`src/hdl/afs_pkg.sv`:
```
// shared types, constants and width helpers for the animation frame sequencer
`default_nettype none

package afs_pkg;

  // fixed field widths
  localparam int MODE_W    = 3;
  localparam int ELAPSED_W = 32;
  localparam int DUR_W     = 32;
  localparam int CNT_W     = 9;
  localparam int SPEED_W   = 18;
  localparam int CFG_DW    = 32;
  localparam int CFG_AW    = 4;

  localparam int MAX_FRAMES = 256;

  localparam int DEF_TIME_BITS       = 32;
  localparam int DEF_SPEED_FRAC_BITS = 8;

  // register reset values
  localparam logic [DUR_W-1:0]   RST_DURATION = DUR_W'(1);
  localparam logic [CNT_W-1:0]   RST_FRAMES   = CNT_W'(1);
  localparam logic               RST_LOOP     = 1'b0;
  localparam logic [SPEED_W-1:0] RST_SPEED    = SPEED_W'(256);

  // register indexes (paddr[3:2])
  localparam logic [1:0] REG_DURATION = 2'd0;
  localparam logic [1:0] REG_FRAMES   = 2'd1;
  localparam logic [1:0] REG_LOOP     = 2'd2;
  localparam logic [1:0] REG_SPEED    = 2'd3;

  typedef enum logic [MODE_W-1:0] {
    MODE_TICK   = 3'd0,
    MODE_PLAY   = 3'd1,
    MODE_PAUSE  = 3'd2,
    MODE_TOGGLE = 3'd3,
    MODE_REWIND = 3'd4
  } mode_e;

  typedef enum logic [3:0] {
    ST_IDLE,
    ST_EXEC,
    ST_MUL,
    ST_SUM,
    ST_MOD,
    ST_MOD_END,
    ST_FMUL,
    ST_FDIV,
    ST_FDIV_END,
    ST_DONE
  } state_e;

  typedef struct packed {
    logic [DUR_W-1:0]   duration;
    logic [CNT_W-1:0]   frame_count;
    logic               loop_en;
    logic [SPEED_W-1:0] speed;
  } cfg_t;

  typedef struct packed {
    logic load_item;
    logic apply_mode;
    logic mul;
    logic sum_eval;
    logic div_step;
    logic mod_end;
    logic frame_load;
    logic frame_end;
    logic out_load;
  } cmd_t;

  typedef struct packed {
    logic is_tick;
    logic tick_go;
    logic sum_ge;
    logic loop_en;
    logic out_free;
  } sts_t;

  // width of accumulator plus scaled step, one carry bit on top
  function automatic int sum_width(input int time_bits, input int frac_bits);
    int sc;
    sc = ELAPSED_W + SPEED_W - frac_bits;
    return ((time_bits > sc) ? time_bits : sc) + 1;
  endfunction

endpackage

`default_nettype wire

```
`src/hdl/afs_regs.sv`:
```
// apb configuration registers of the animation frame sequencer
`default_nettype none

module afs_regs
  import afs_pkg::*;
(
  input  wire logic              clk_i,
  input  wire logic              rst_ni,
  input  wire logic              psel_i,
  input  wire logic              penable_i,
  input  wire logic              pwrite_i,
  input  wire logic [CFG_AW-1:0] paddr_i,
  input  wire logic [CFG_DW-1:0] pwdata_i,
  output logic      [CFG_DW-1:0] prdata_o,
  output logic                   pready_o,
  output cfg_t                   cfg_o
);

  cfg_t cfg_q, cfg_d;
  logic wr_en;

  assign pready_o = 1'b1;
  assign wr_en    = psel_i & penable_i & pwrite_i;

  always_comb begin
    cfg_d = cfg_q;
    if (wr_en) begin
      unique case (paddr_i[3:2])
        REG_DURATION: cfg_d.duration    = pwdata_i[DUR_W-1:0];
        REG_FRAMES:   cfg_d.frame_count = pwdata_i[CNT_W-1:0];
        REG_LOOP:     cfg_d.loop_en     = pwdata_i[0];
        REG_SPEED:    cfg_d.speed       = pwdata_i[SPEED_W-1:0];
      endcase
    end
  end

  always_ff @(posedge clk_i or negedge rst_ni) begin
    if (!rst_ni) begin
      cfg_q.duration    <= RST_DURATION;
      cfg_q.frame_count <= RST_FRAMES;
      cfg_q.loop_en     <= RST_LOOP;
      cfg_q.speed       <= RST_SPEED;
    end else begin
      cfg_q <= cfg_d;
    end
  end

  always_comb begin
    unique case (paddr_i[3:2])
      REG_DURATION: prdata_o = CFG_DW'(cfg_q.duration);
      REG_FRAMES:   prdata_o = CFG_DW'(cfg_q.frame_count);
      REG_LOOP:     prdata_o = CFG_DW'(cfg_q.loop_en);
      REG_SPEED:    prdata_o = CFG_DW'(cfg_q.speed);
    endcase
  end

  assign cfg_o = cfg_q;

endmodule

`default_nettype wire

```
`src/hdl/afs_ctrl.sv`:
```
// sequencing state machine of the animation frame sequencer
`default_nettype none

module afs_ctrl
  import afs_pkg::*;
#(
  parameter int TIME_BITS       = DEF_TIME_BITS,
  parameter int SPEED_FRAC_BITS = DEF_SPEED_FRAC_BITS
) (
  input  wire logic clk_i,
  input  wire logic rst_ni,
  input  wire logic in_valid_i,
  output logic      in_ready_o,
  input  sts_t      sts_i,
  output cmd_t      cmd_o
);

  localparam int DIV_W = sum_width(TIME_BITS, SPEED_FRAC_BITS);
  localparam int CW    = $clog2(DIV_W);

  state_e          state_q, state_d;
  logic   [CW-1:0] cnt_q, cnt_d;

  always_ff @(posedge clk_i or negedge rst_ni) begin
    if (!rst_ni) begin
      state_q <= ST_IDLE;
      cnt_q   <= '0;
    end else begin
      state_q <= state_d;
      cnt_q   <= cnt_d;
    end
  end

  always_comb begin
    state_d    = state_q;
    cnt_d      = cnt_q;
    cmd_o      = '0;
    in_ready_o = 1'b0;
    unique case (state_q)
      ST_IDLE: begin
        in_ready_o = 1'b1;
        if (in_valid_i) begin
          cmd_o.load_item = 1'b1;
          state_d         = ST_EXEC;
        end
      end
      ST_EXEC: begin
        if (sts_i.is_tick) begin
          state_d = sts_i.tick_go ? ST_MUL : ST_DONE;
        end else begin
          cmd_o.apply_mode = 1'b1;
          state_d          = ST_DONE;
        end
      end
      ST_MUL: begin
        cmd_o.mul = 1'b1;
        state_d   = ST_SUM;
      end
      ST_SUM: begin
        cmd_o.sum_eval = 1'b1;
        if (sts_i.sum_ge) begin
          if (sts_i.loop_en) begin
            cnt_d   = CW'(DIV_W - 1);
            state_d = ST_MOD;
          end else begin
            state_d = ST_DONE;
          end
        end else begin
          state_d = ST_FMUL;
        end
      end
      ST_MOD: begin
        cmd_o.div_step = 1'b1;
        if (cnt_q == '0) begin
          state_d = ST_MOD_END;
        end else begin
          cnt_d = cnt_q - CW'(1);
        end
      end
      ST_MOD_END: begin
        cmd_o.mod_end = 1'b1;
        state_d       = ST_FMUL;
      end
      ST_FMUL: begin
        cmd_o.frame_load = 1'b1;
        cnt_d            = CW'(CNT_W - 1);
        state_d          = ST_FDIV;
      end
      ST_FDIV: begin
        cmd_o.div_step = 1'b1;
        if (cnt_q == '0) begin
          state_d = ST_FDIV_END;
        end else begin
          cnt_d = cnt_q - CW'(1);
        end
      end
      ST_FDIV_END: begin
        cmd_o.frame_end = 1'b1;
        state_d         = ST_DONE;
      end
      ST_DONE: begin
        if (sts_i.out_free) begin
          cmd_o.out_load = 1'b1;
          state_d        = ST_IDLE;
        end
      end
      default: state_d = ST_IDLE;
    endcase
  end

endmodule

`default_nettype wire

```
`src/hdl/afs_dp.sv`:
```
// datapath of the animation frame sequencer: state, multiplier, divider, output beat
`default_nettype none

module afs_dp
  import afs_pkg::*;
#(
  parameter int TIME_BITS       = DEF_TIME_BITS,
  parameter int SPEED_FRAC_BITS = DEF_SPEED_FRAC_BITS
) (
  input  wire logic                 clk_i,
  input  wire logic                 rst_ni,
  input  cfg_t                      cfg_i,
  input  wire logic [MODE_W-1:0]    mode_i,
  input  wire logic [ELAPSED_W-1:0] elapsed_i,
  input  cmd_t                      cmd_i,
  output sts_t                      sts_o,
  output logic                      out_valid_o,
  input  wire logic                 out_ready_i,
  output logic      [CNT_W-1:0]     frame_index_o,
  output logic                      finished_o,
  output logic                      playing_o
);

  localparam int TB     = TIME_BITS;
  localparam int PROD_W = ELAPSED_W + SPEED_W;
  localparam int SC_W   = PROD_W - SPEED_FRAC_BITS;
  localparam int DIV_W  = sum_width(TIME_BITS, SPEED_FRAC_BITS);
  localparam int NUM_W  = TB + CNT_W;
  localparam int CMP_W  = (TB > DUR_W) ? TB : DUR_W;

  logic [MODE_W-1:0]    mode_q;
  logic [ELAPSED_W-1:0] elapsed_q;
  logic [TB-1:0]        acc_q, acc_d;
  logic [CNT_W-1:0]     frame_q, frame_d;
  logic                 play_q, play_d;
  logic [PROD_W-1:0]    prod_q;
  logic [TB-1:0]        rem_q, rem_d;
  logic [DIV_W-1:0]     dvd_q, dvd_d;
  logic [CNT_W-1:0]     quo_q, quo_d;
  logic                 out_valid_q;
  logic [CNT_W-1:0]     out_frame_q;
  logic                 out_fin_q;
  logic                 out_play_q;

  logic [CNT_W-1:0]     count_eff;
  logic [DUR_W-1:0]     dur_nz;
  logic [TB-1:0]        dur;
  logic [DIV_W-1:0]     sum;
  logic                 sum_ge;
  logic [NUM_W-1:0]     num;
  logic [TB:0]          rem_sh;
  logic                 div_ge;
  logic                 fin;

  // effective frame count and duration
  assign count_eff = (32'(cfg_i.frame_count) > 32'(MAX_FRAMES)) ?
                     CNT_W'(MAX_FRAMES) : cfg_i.frame_count;
  assign dur_nz    = (cfg_i.duration == '0) ? DUR_W'(1) : cfg_i.duration;
  assign dur       = (CMP_W'(dur_nz) > CMP_W'({TB{1'b1}})) ? {TB{1'b1}} : TB'(dur_nz);

  assign sum    = DIV_W'(acc_q) + DIV_W'(prod_q[PROD_W-1:SPEED_FRAC_BITS]);
  assign sum_ge = sum >= DIV_W'(dur);
  assign num    = NUM_W'(acc_q) * NUM_W'(count_eff);

  // restoring divide step
  assign rem_sh = {rem_q, dvd_q[DIV_W-1]};
  assign div_ge = rem_sh >= {1'b0, dur};

  assign fin = frame_q >= count_eff;

  always_comb begin
    acc_d   = acc_q;
    frame_d = frame_q;
    play_d  = play_q;
    rem_d   = rem_q;
    dvd_d   = dvd_q;
    quo_d   = quo_q;
    if (cmd_i.apply_mode) begin
      case (mode_q)
        MODE_PLAY:   play_d = 1'b1;
        MODE_PAUSE:  play_d = 1'b0;
        MODE_TOGGLE: play_d = ~play_q;
        MODE_REWIND: begin
          acc_d   = '0;
          frame_d = '0;
        end
        default: ;
      endcase
    end
    if (cmd_i.sum_eval) begin
      if (!sum_ge) begin
        acc_d = TB'(sum);
      end else if (cfg_i.loop_en) begin
        rem_d = '0;
        dvd_d = sum;
      end else begin
        acc_d   = (sum > DIV_W'({TB{1'b1}})) ? {TB{1'b1}} : TB'(sum);
        frame_d = count_eff;
      end
    end
    if (cmd_i.div_step) begin
      rem_d = div_ge ? TB'(rem_sh - {1'b0, dur}) : rem_sh[TB-1:0];
      dvd_d = dvd_q << 1;
      quo_d = {quo_q[CNT_W-2:0], div_ge};
    end
    if (cmd_i.mod_end) begin
      acc_d = rem_q;
    end
    if (cmd_i.frame_load) begin
      rem_d = num[NUM_W-1:CNT_W];
      dvd_d = {num[CNT_W-1:0], {(DIV_W-CNT_W){1'b0}}};
    end
    if (cmd_i.frame_end) begin
      frame_d = quo_q;
    end
  end

  always_ff @(posedge clk_i or negedge rst_ni) begin
    if (!rst_ni) begin
      acc_q       <= '0;
      frame_q     <= '0;
      play_q      <= 1'b0;
      out_valid_q <= 1'b0;
    end else begin
      acc_q   <= acc_d;
      frame_q <= frame_d;
      play_q  <= play_d;
      if (cmd_i.out_load) begin
        out_valid_q <= 1'b1;
      end else if (out_ready_i) begin
        out_valid_q <= 1'b0;
      end
    end
  end

  always_ff @(posedge clk_i) begin
    if (cmd_i.load_item) begin
      mode_q    <= mode_i;
      elapsed_q <= elapsed_i;
    end
    if (cmd_i.mul) begin
      prod_q <= PROD_W'(elapsed_q) * PROD_W'(cfg_i.speed);
    end
    rem_q <= rem_d;
    dvd_q <= dvd_d;
    quo_q <= quo_d;
    if (cmd_i.out_load) begin
      out_frame_q <= frame_q;
      out_fin_q   <= fin;
      out_play_q  <= play_q;
    end
  end

  assign sts_o.is_tick  = mode_q == MODE_TICK;
  assign sts_o.tick_go  = play_q & ~fin;
  assign sts_o.sum_ge   = sum_ge;
  assign sts_o.loop_en  = cfg_i.loop_en;
  assign sts_o.out_free = ~out_valid_q | out_ready_i;

  assign out_valid_o   = out_valid_q;
  assign frame_index_o = out_frame_q;
  assign finished_o    = out_fin_q;
  assign playing_o     = out_play_q;

endmodule

`default_nettype wire

```
`src/hdl/animation_frame_sequencer.sv`:
```
// top level of the animation frame sequencer
//
// Each input beat carries a mode (tick, play, pause, toggle, rewind) and an
// elapsed time and returns one output beat with the frame index, the finished
// flag and the playing flag. One item is worked on at a time. Non-tick modes
// and ticks that do nothing pass through the execute and done states. A tick
// goes through a multiply state, then a restoring divider that retires one bit a
// cycle: when the sum wraps in loop mode, one pass over the sum width
// for the modulo, then one pass over the frame count width for the frame
// quotient. The output register lets the next item be accepted while a
// result beat waits.
`default_nettype none

module animation_frame_sequencer
  import afs_pkg::*;
#(
  parameter int TIME_BITS       = DEF_TIME_BITS,
  parameter int SPEED_FRAC_BITS = DEF_SPEED_FRAC_BITS
) (
  input  wire logic              clk_i,
  input  wire logic              rst_ni,
  input  wire logic              s_axis_tvalid_i,
  output logic                   s_axis_tready_o,
  input  wire logic [31:0]       s_axis_tdata_i,   // elapsed[31:0]
  input  wire logic [7:0]        s_axis_tuser_i,   // mode[2:0], zeros
  output logic                   m_axis_tvalid_o,
  input  wire logic              m_axis_tready_i,
  output logic      [15:0]       m_axis_tdata_o,   // frame_index[8:0], finished, playing, zeros
  input  wire logic              psel_i,
  input  wire logic              penable_i,
  input  wire logic              pwrite_i,
  input  wire logic [CFG_AW-1:0] paddr_i,
  input  wire logic [CFG_DW-1:0] pwdata_i,
  output logic      [CFG_DW-1:0] prdata_o,
  output logic                   pready_o
);

  cfg_t             cfg;
  cmd_t             cmd;
  sts_t             sts;
  logic [CNT_W-1:0] frame_index;
  logic             finished;
  logic             playing;

  afs_regs u_regs (
    .clk_i     (clk_i),
    .rst_ni    (rst_ni),
    .psel_i    (psel_i),
    .penable_i (penable_i),
    .pwrite_i  (pwrite_i),
    .paddr_i   (paddr_i),
    .pwdata_i  (pwdata_i),
    .prdata_o  (prdata_o),
    .pready_o  (pready_o),
    .cfg_o     (cfg)
  );

  afs_ctrl #(
    .TIME_BITS       (TIME_BITS),
    .SPEED_FRAC_BITS (SPEED_FRAC_BITS)
  ) u_ctrl (
    .clk_i      (clk_i),
    .rst_ni     (rst_ni),
    .in_valid_i (s_axis_tvalid_i),
    .in_ready_o (s_axis_tready_o),
    .sts_i      (sts),
    .cmd_o      (cmd)
  );

  afs_dp #(
    .TIME_BITS       (TIME_BITS),
    .SPEED_FRAC_BITS (SPEED_FRAC_BITS)
  ) u_dp (
    .clk_i         (clk_i),
    .rst_ni        (rst_ni),
    .cfg_i         (cfg),
    .mode_i        (s_axis_tuser_i[MODE_W-1:0]),
    .elapsed_i     (s_axis_tdata_i[ELAPSED_W-1:0]),
    .cmd_i         (cmd),
    .sts_o         (sts),
    .out_valid_o   (m_axis_tvalid_o),
    .out_ready_i   (m_axis_tready_i),
    .frame_index_o (frame_index),
    .finished_o    (finished),
    .playing_o     (playing)
  );

  assign m_axis_tdata_o = {5'b0, playing, finished, frame_index};

endmodule

`default_nettype wire
```
`config.mk`:
```
export PLATFORM = sky130hd
export DESIGN_NAME = animation_frame_sequencer
export DESIGN_NICKNAME = d
export VERILOG_FILES = /design/src/hdl/afs_pkg.sv /design/src/hdl/afs_regs.sv /design/src/hdl/afs_ctrl.sv /design/src/hdl/afs_dp.sv /design/src/hdl/animation_frame_sequencer.sv
export SDC_FILE = /design/constraint.sdc
export NUM_CORES = 2
export LEC_CHECK = 0
export BUFFER_PORTS_ARGS = -buffer_cell sky130_fd_sc_hd__buf_2
export CAP_MARGIN = 20
export CORE_UTILIZATION = 40
export DETAILED_ROUTE_END_ITERATION = 8
export PLACE_DENSITY = 0.59
export SETUP_SLACK_MARGIN = 0.02
export SLEW_MARGIN = 20
export SYNTH_ARGS = -nofsm -noshare
export SYNTH_HDL_FRONTEND = slang
export SYNTH_HIERARCHICAL = 1
export SYNTH_SLANG_ARGS = --single-unit
```
`constraint.sdc`:
```
create_clock -name clk_i -period 9 [get_ports clk_i]
set_clock_uncertainty 0.1 [all_clocks]
set_input_delay 1.8 -clock clk_i [delete_from_list [all_inputs] [get_ports clk_i]]
set_output_delay 1.8 -clock clk_i [all_outputs]
set_load 0.005 [all_outputs]
```
# Word level (Yosys, flattened, before mapping)
# Index checks and enable logic that the tools add are counted.
[totals]
regBits = 293
in_bits = 83
output_inout_bits = 51
elab_cells = 145
[op_classes]
n_addsub = 3
multipliers = 2
n_lt_le_gt_ge = 6
eq_ne = 23
muxes = 57
bitwise = 7
n_reduce_logical = 26
[ops]
columns = ["cell", "n"]
rows = [
  ["$mux W32", 15],
  ["$mux W43", 5],
  ["$pmux W32 S4", 1],
  ["$mux W9", 7],
  ["$mul A32 B18 Y50", 1],
  ["$add A32 B42 Y43", 1],
  ["$ge A43 B32 Y1", 1],
  ["$gt A43 B32 Y1 const B", 1],
  ["$mul A32 B9 Y41", 1],
  ["$pmux W4 S10", 1],
  ["$ge A33 B32 Y1", 1],
  ["$gt A32 B32 Y1 const B", 1],
  ["$logic_not A32 Y1", 1],
  ["$mux W4", 8],
  ["$sub A32 B32 Y32", 1],
  ["$mux W6", 3],
  ["$pmux W6 S3", 1],
  ["$eq A4 B3 Y1 const B", 4],
  ["$mux W1", 15],
  ["$reduce_bool A3 Y1", 5],
  ["$reduce_and A2 Y1", 5],
  ["$ge A9 B9 Y1", 1],
  ["$gt A9 B9 Y1 const B", 1],
  ["$reduce_and A3 Y1", 3],
  ["other kinds (22)", 40],
]

# Depth between registers and ports, before layout
[depth]
depth_word = 9
mapped_depth = 26
ltp_nobuf = 25

# Hierarchy
# Netlist, hierarchy kept.
[modules_own_cells]
columns = ["mod", "instances", "cells_per_inst", "area_per_inst_um2", "seq_area_each_um2"]
rows = [
  ["afs_dp", 1, 4563, 40045.9, 5900.7],
  ["afs_regs", 1, 190, 2630.0, 1505.2],
  ["afs_ctrl", 1, 101, 815.8, 250.2],
  ["animation_frame_sequencer", 1, 8, 56.3, 0.0],
]

# Worst setup path before layout
# OpenSTA, ideal clock, no wires.
[synth_path]
path_type = "reg-to-reg"
from = "register u_dp.elapsed_q[12]"
to = "register u_dp.prod_q[49] (data pin)"
setup_time_ns = 0.260
arrival_time_ns = 6.850
required_time_ns = 8.640
path_slack_ns = 1.790
path_stages_with_launch = 25
path_buffers = 2
synth_period_minus_slack_ns = 7.210
path_cell_list = "edfxtp_1 clkbuf_1 clkbuf_1 nand2_1 fa_1 fa_1 fa_1 inv_1 fa_1 fa_1 inv_1 fa_1 inv_1 ha_1 a2111o_1 and4b_1 o2111a_1 o31a_1 o21ai_1 a221o_1 a211oi_2 o21ai_0 a221oi_2 o21bai_1 xnor2_1"
[synth_between]
elab_chain_len = 1
[synth_rtl]
columns = ["item", "line", "text"]
rows = [
  ["start: declaration", "afs_dp.sv:32", "logic [ELAPSED_W-1:0] elapsed_q;"],
  ["start signal: assignment", "afs_dp.sv:139", "elapsed_q <= elapsed_i;"],
  ["$mul A32 B18 Y50", "afs_dp.sv:142", "prod_q <= PROD_W'(elapsed_q) * PROD_W'(cfg_i.speed);"],
  ["end signal: assignment", "afs_dp.sv:142", ""],
  ["end: declaration", "afs_dp.sv:36", "logic [PROD_W-1:0] prod_q;"],
]
# No other way between the ends.
# A chain may end at the register's enable or synchronous reset.

# Final worst setup path
[layout_path]
from = "register u_dp.elapsed_q[7]"
to = "register u_dp.prod_q[49] (data pin)"
# The elaborated chain is that of the path after synthesis.

==> results.py <==
metrics = {
    "clock_network": {
        "htree_levels": 2,
        "cts_sinks": 285,
        "cts_root_buf": "clkbuf_16",
        "clk_pin_slew_ns": 0.06,
        "cts_buffer_depth": 3,
        "postCtsHoldBufs": 0,
        "cts-resized-gates": 0,
        "cts_tree": "yes",
        "clkLatencyLatePin_ns": 0.59,
        "cts_setup_buffers": 0,
        "tritoncts.num_buffers": 36,
    },
    "sta": {
        "max_freq_ghz": 0.1235,
        "min_period_ns": 8.097,
        "slew-limit-headroom": 0.3045,
        "fin_setup_tns_ns": 0,
        "rsz0062_at_grt": "no",
        "period_share": 0.8997,
        "timing.final.max_slew_violations": 0,
        "final_hold_viol_count": 0,
        "setup_viol": 0,
        "tightest_slew_ns": 1.037,
    },
    "outcome": {
        "status": "complete, no violations",
    },
    "cells_and_area": {
        "final_cell_mix": "inv_1, nand2_1, fa_1, and2_1, ha_1",
        "nNetsFinal": 5899,
        "area_growth_pct": 7.013,
        "drive_above_1_share": 0.07278,
        "final_common_cell": "inv_1",
    },
    "critical_path": {
        "worstPathRequired_ns": 9.22,
        "crit_slowest_cell": "edfxtp_1",
        "cp_common_cell": "fa_1",
        "rr_endpoint": "u_dp/prod_q[49]",
        "critPathTopFamily": "adder cells",
        "crit_end": "u_dp/prod_q[49]",
        "r2r-start": "u_dp/elapsed_q[7]",
        "path_class": "reg -> reg",
        "path_depth": 24,
        "worstPathMaxFanout": 18,
        "rrSetupSlack_ns": 0.90,
        "crit_path_end_kind": "flop",
        "cp-start-kind": "flop",
        "max_stage_delay_ns": 0.90,
        "worstPathArrival_ns": 8.31,
        "crit_start": "u_dp/elapsed_q[7]",
        "worstPathCellList": "nand2_1 -> fa_1 -> inv_1 -> fa_1 -> inv_1 -> fa_1 -> inv_1 -> fa_1 -> fa_1 -> inv_1 -> fa_1 -> inv_1 -> ha_1 -> a2111o_1 -> and4b_1 -> o2111a_1 -> o31a_1 -> o21ai_1 -> a221o_1 -> a211oi_2 -> o21ai_0 -> a221oi_2 -> o21bai_1 -> xnor2_1",
        "reg2reg_depth": 24,
        "crit_buf_inv": 5,
    },
    "yosys": {
        "yosys_warnings": 6,
        "synthTopCellsByArea": "fa_1, edfxtp_1, ha_1, inv_1, nand2_1",
        "netlist_area_sq_um": 43550,
        "async_flop_share": 0.3965,
        "netlist_instances": 4862,
        "synth_cell_types": 95,
        "seq_area_frac_synth": 0.1758,
        "ys_ff_latch": 285,
        "synth.avg_cell_area_sq_um": 8.957,
        "synth_edf_count": 138,
        "synth_top_area_frac": 0.3177,
        "synth_flop_cell": "edfxtp_1",
        "yosys.area.top_type": "fa_1",
    },
    "routing": {
        "wl_per_cell_um": 18.69,
        "drc": 0,
        "ant_nets": 0,
        "vias": 32740,
        "via_per_inst": 5.222,
        "drt_iter0_drc": 2163,
        "firstDrtPassIters": 5,
        "routed_wl_um": 117200,
    },
    "global_routing": {
        "grt_max_degree": 63,
        "top_usage_layer": "met2",
        "met3_usage": 0.02919,
        "antenna_found_initial": 4,
        "first_global_vias": 33770,
        "grt.overflow.total": 0,
        "grt_pass1_wl_um": 189300,
        "use_met2": 0.3414,
        "grtUsageTotal": 0.2169,
        "gr-usage-met1": 0.3154,
    },
    "job": {
        "drv_cap": 0,
    },
    "die": {
        "coreArea_sq_um": 107500,
        "fp-row-count": 120,
        "initial_utilization": 0.4051,
        "ios": 134,
        "fp.dieH_um": 332.0,
        "fp.dieW_um": 332.0,
        "die_area_sq_um": 110200,
    },
    "worst_hold_path": {
        "hold_depth": 2,
        "hp-class": "reg -> reg",
    },
    "placed_design": {
        "dpl.hpwl_um": 94300,
        "place.gp.congestion": 0.8992,
        "port_buffers": 120,
    },
}
[cell families after synthesis]
group,synth area share
AND/OR/NAND/NOR,0.1687
flip-flops,0.1758
buffers and inverters,0.1031
AO/OA/AOI/OAI,0.09686
XOR/XNOR,0.02655
other,0.0001725
adder cells (fa/ha/maj),0.4007
multiplexers,0.02804
[flip-flops by register name (all words and copies together) (netlist names)]
name                cells
u_ctrl/cnt_q            6
u_ctrl/state_q          4
u_dp/acc_q             32
u_dp/dvd_q             43
u_dp/elapsed_q         32
u_dp/finished_o         1
u_dp/frame_index_o      9
u_dp/frame_q            9
u_dp/mode_q             3
u_dp/out_valid_o        1
u_dp/play_q             1
u_dp/playing_o          1
u_dp/prod_q            42
u_dp/quo_q              9
u_dp/rem_q             32
u_regs/cfg_o           60
[per-layer routing]
| metal | routed length [um] | share of wire |
|---|---|---|
| met1 | 55300 | 0.47 |
| met2 | 51980 | 0.44 |
| met3 | 7591 | 0.065 |
| met4 | 2319 | 0.020 |
| met5 | 0 | 0 |
[per-stage QoR]
step	hold slack, ns	setup WS (ns)	util	std cells	cell area (sq um)
CTS	0.3474	0.8815	0.4335	6267	46600
floorplan	0.3269	1.790	-	4866	43560
finish	0.3437	0.9031	0.4335	6269	46600
global placement	0.3354	0.9216	0.4222	6201	45390
global route	0.3576	0.5076	0.4335	6267	46600
detailed placement	0.3348	0.8889	0.4223	6201	45390
[how the worst min path moves through the flow]
stage,startpoint,to,slack [ns]
final,u_dp/dvd_q[20],u_dp/dvd_q[21],0.34
after global routing,u_dp/quo_q[2],u_dp/quo_q[3],0.36
after CTS,u_dp/dvd_q[20],u_dp/dvd_q[21],0.35
after detailed placement,u_dp/quo_q[2],u_dp/quo_q[3],0.33
after global placement,u_dp/dvd_q[9],u_dp/dvd_q[10],0.34
after floorplan,u_dp/quo_q[7],u_dp/quo_q[8],0.33
[area by class of cell]
type / count / area [sq um]
Sequential cell: 285 / 7656
Tap cell: 1403 / 1755
Antenna cell: 2 / 5.005
Timing Repair Buffer: 181 / 1061
Clock inverter: 11 / 120.1
Multi-Input combinational cell: 3417 / 31490
Clock buffer: 55 / 1082
Fill cell: 10620 / 60900
Inverter: 915 / 3435
[cell usage after synthesis, drive strengths merged, types with 26 or more instances]
cell	number
inv	913
nand2	736
fa	691
and2	389
ha	289
a21oi	246
clkbuf	208
o21ai	143
edfxtp	138
nor2	119
dfrtp	110
xnor2	87
mux2	86
a21o	76
nor3	60
xor2	45
buf	41
nor2b	41
nand3	37
dfxtp	34
nand4	28
nand2b	26
[worst register-to-register path: cells and delay by family (launching register included)]
family,cells,cell delay (ns)
AO/OA/AOI/OAI,9,2.72
XOR/XNOR,1,0.13
adder cells (fa/ha/maj),7,3.30
buffers and inverters,5,0.25
flip-flops,1,0.90
AND/OR/NAND/NOR,2,0.45
Power is left out: the tool's default activity adds up to more than one toggle a clock period on the data nets, which glitch-free logic cannot reach.
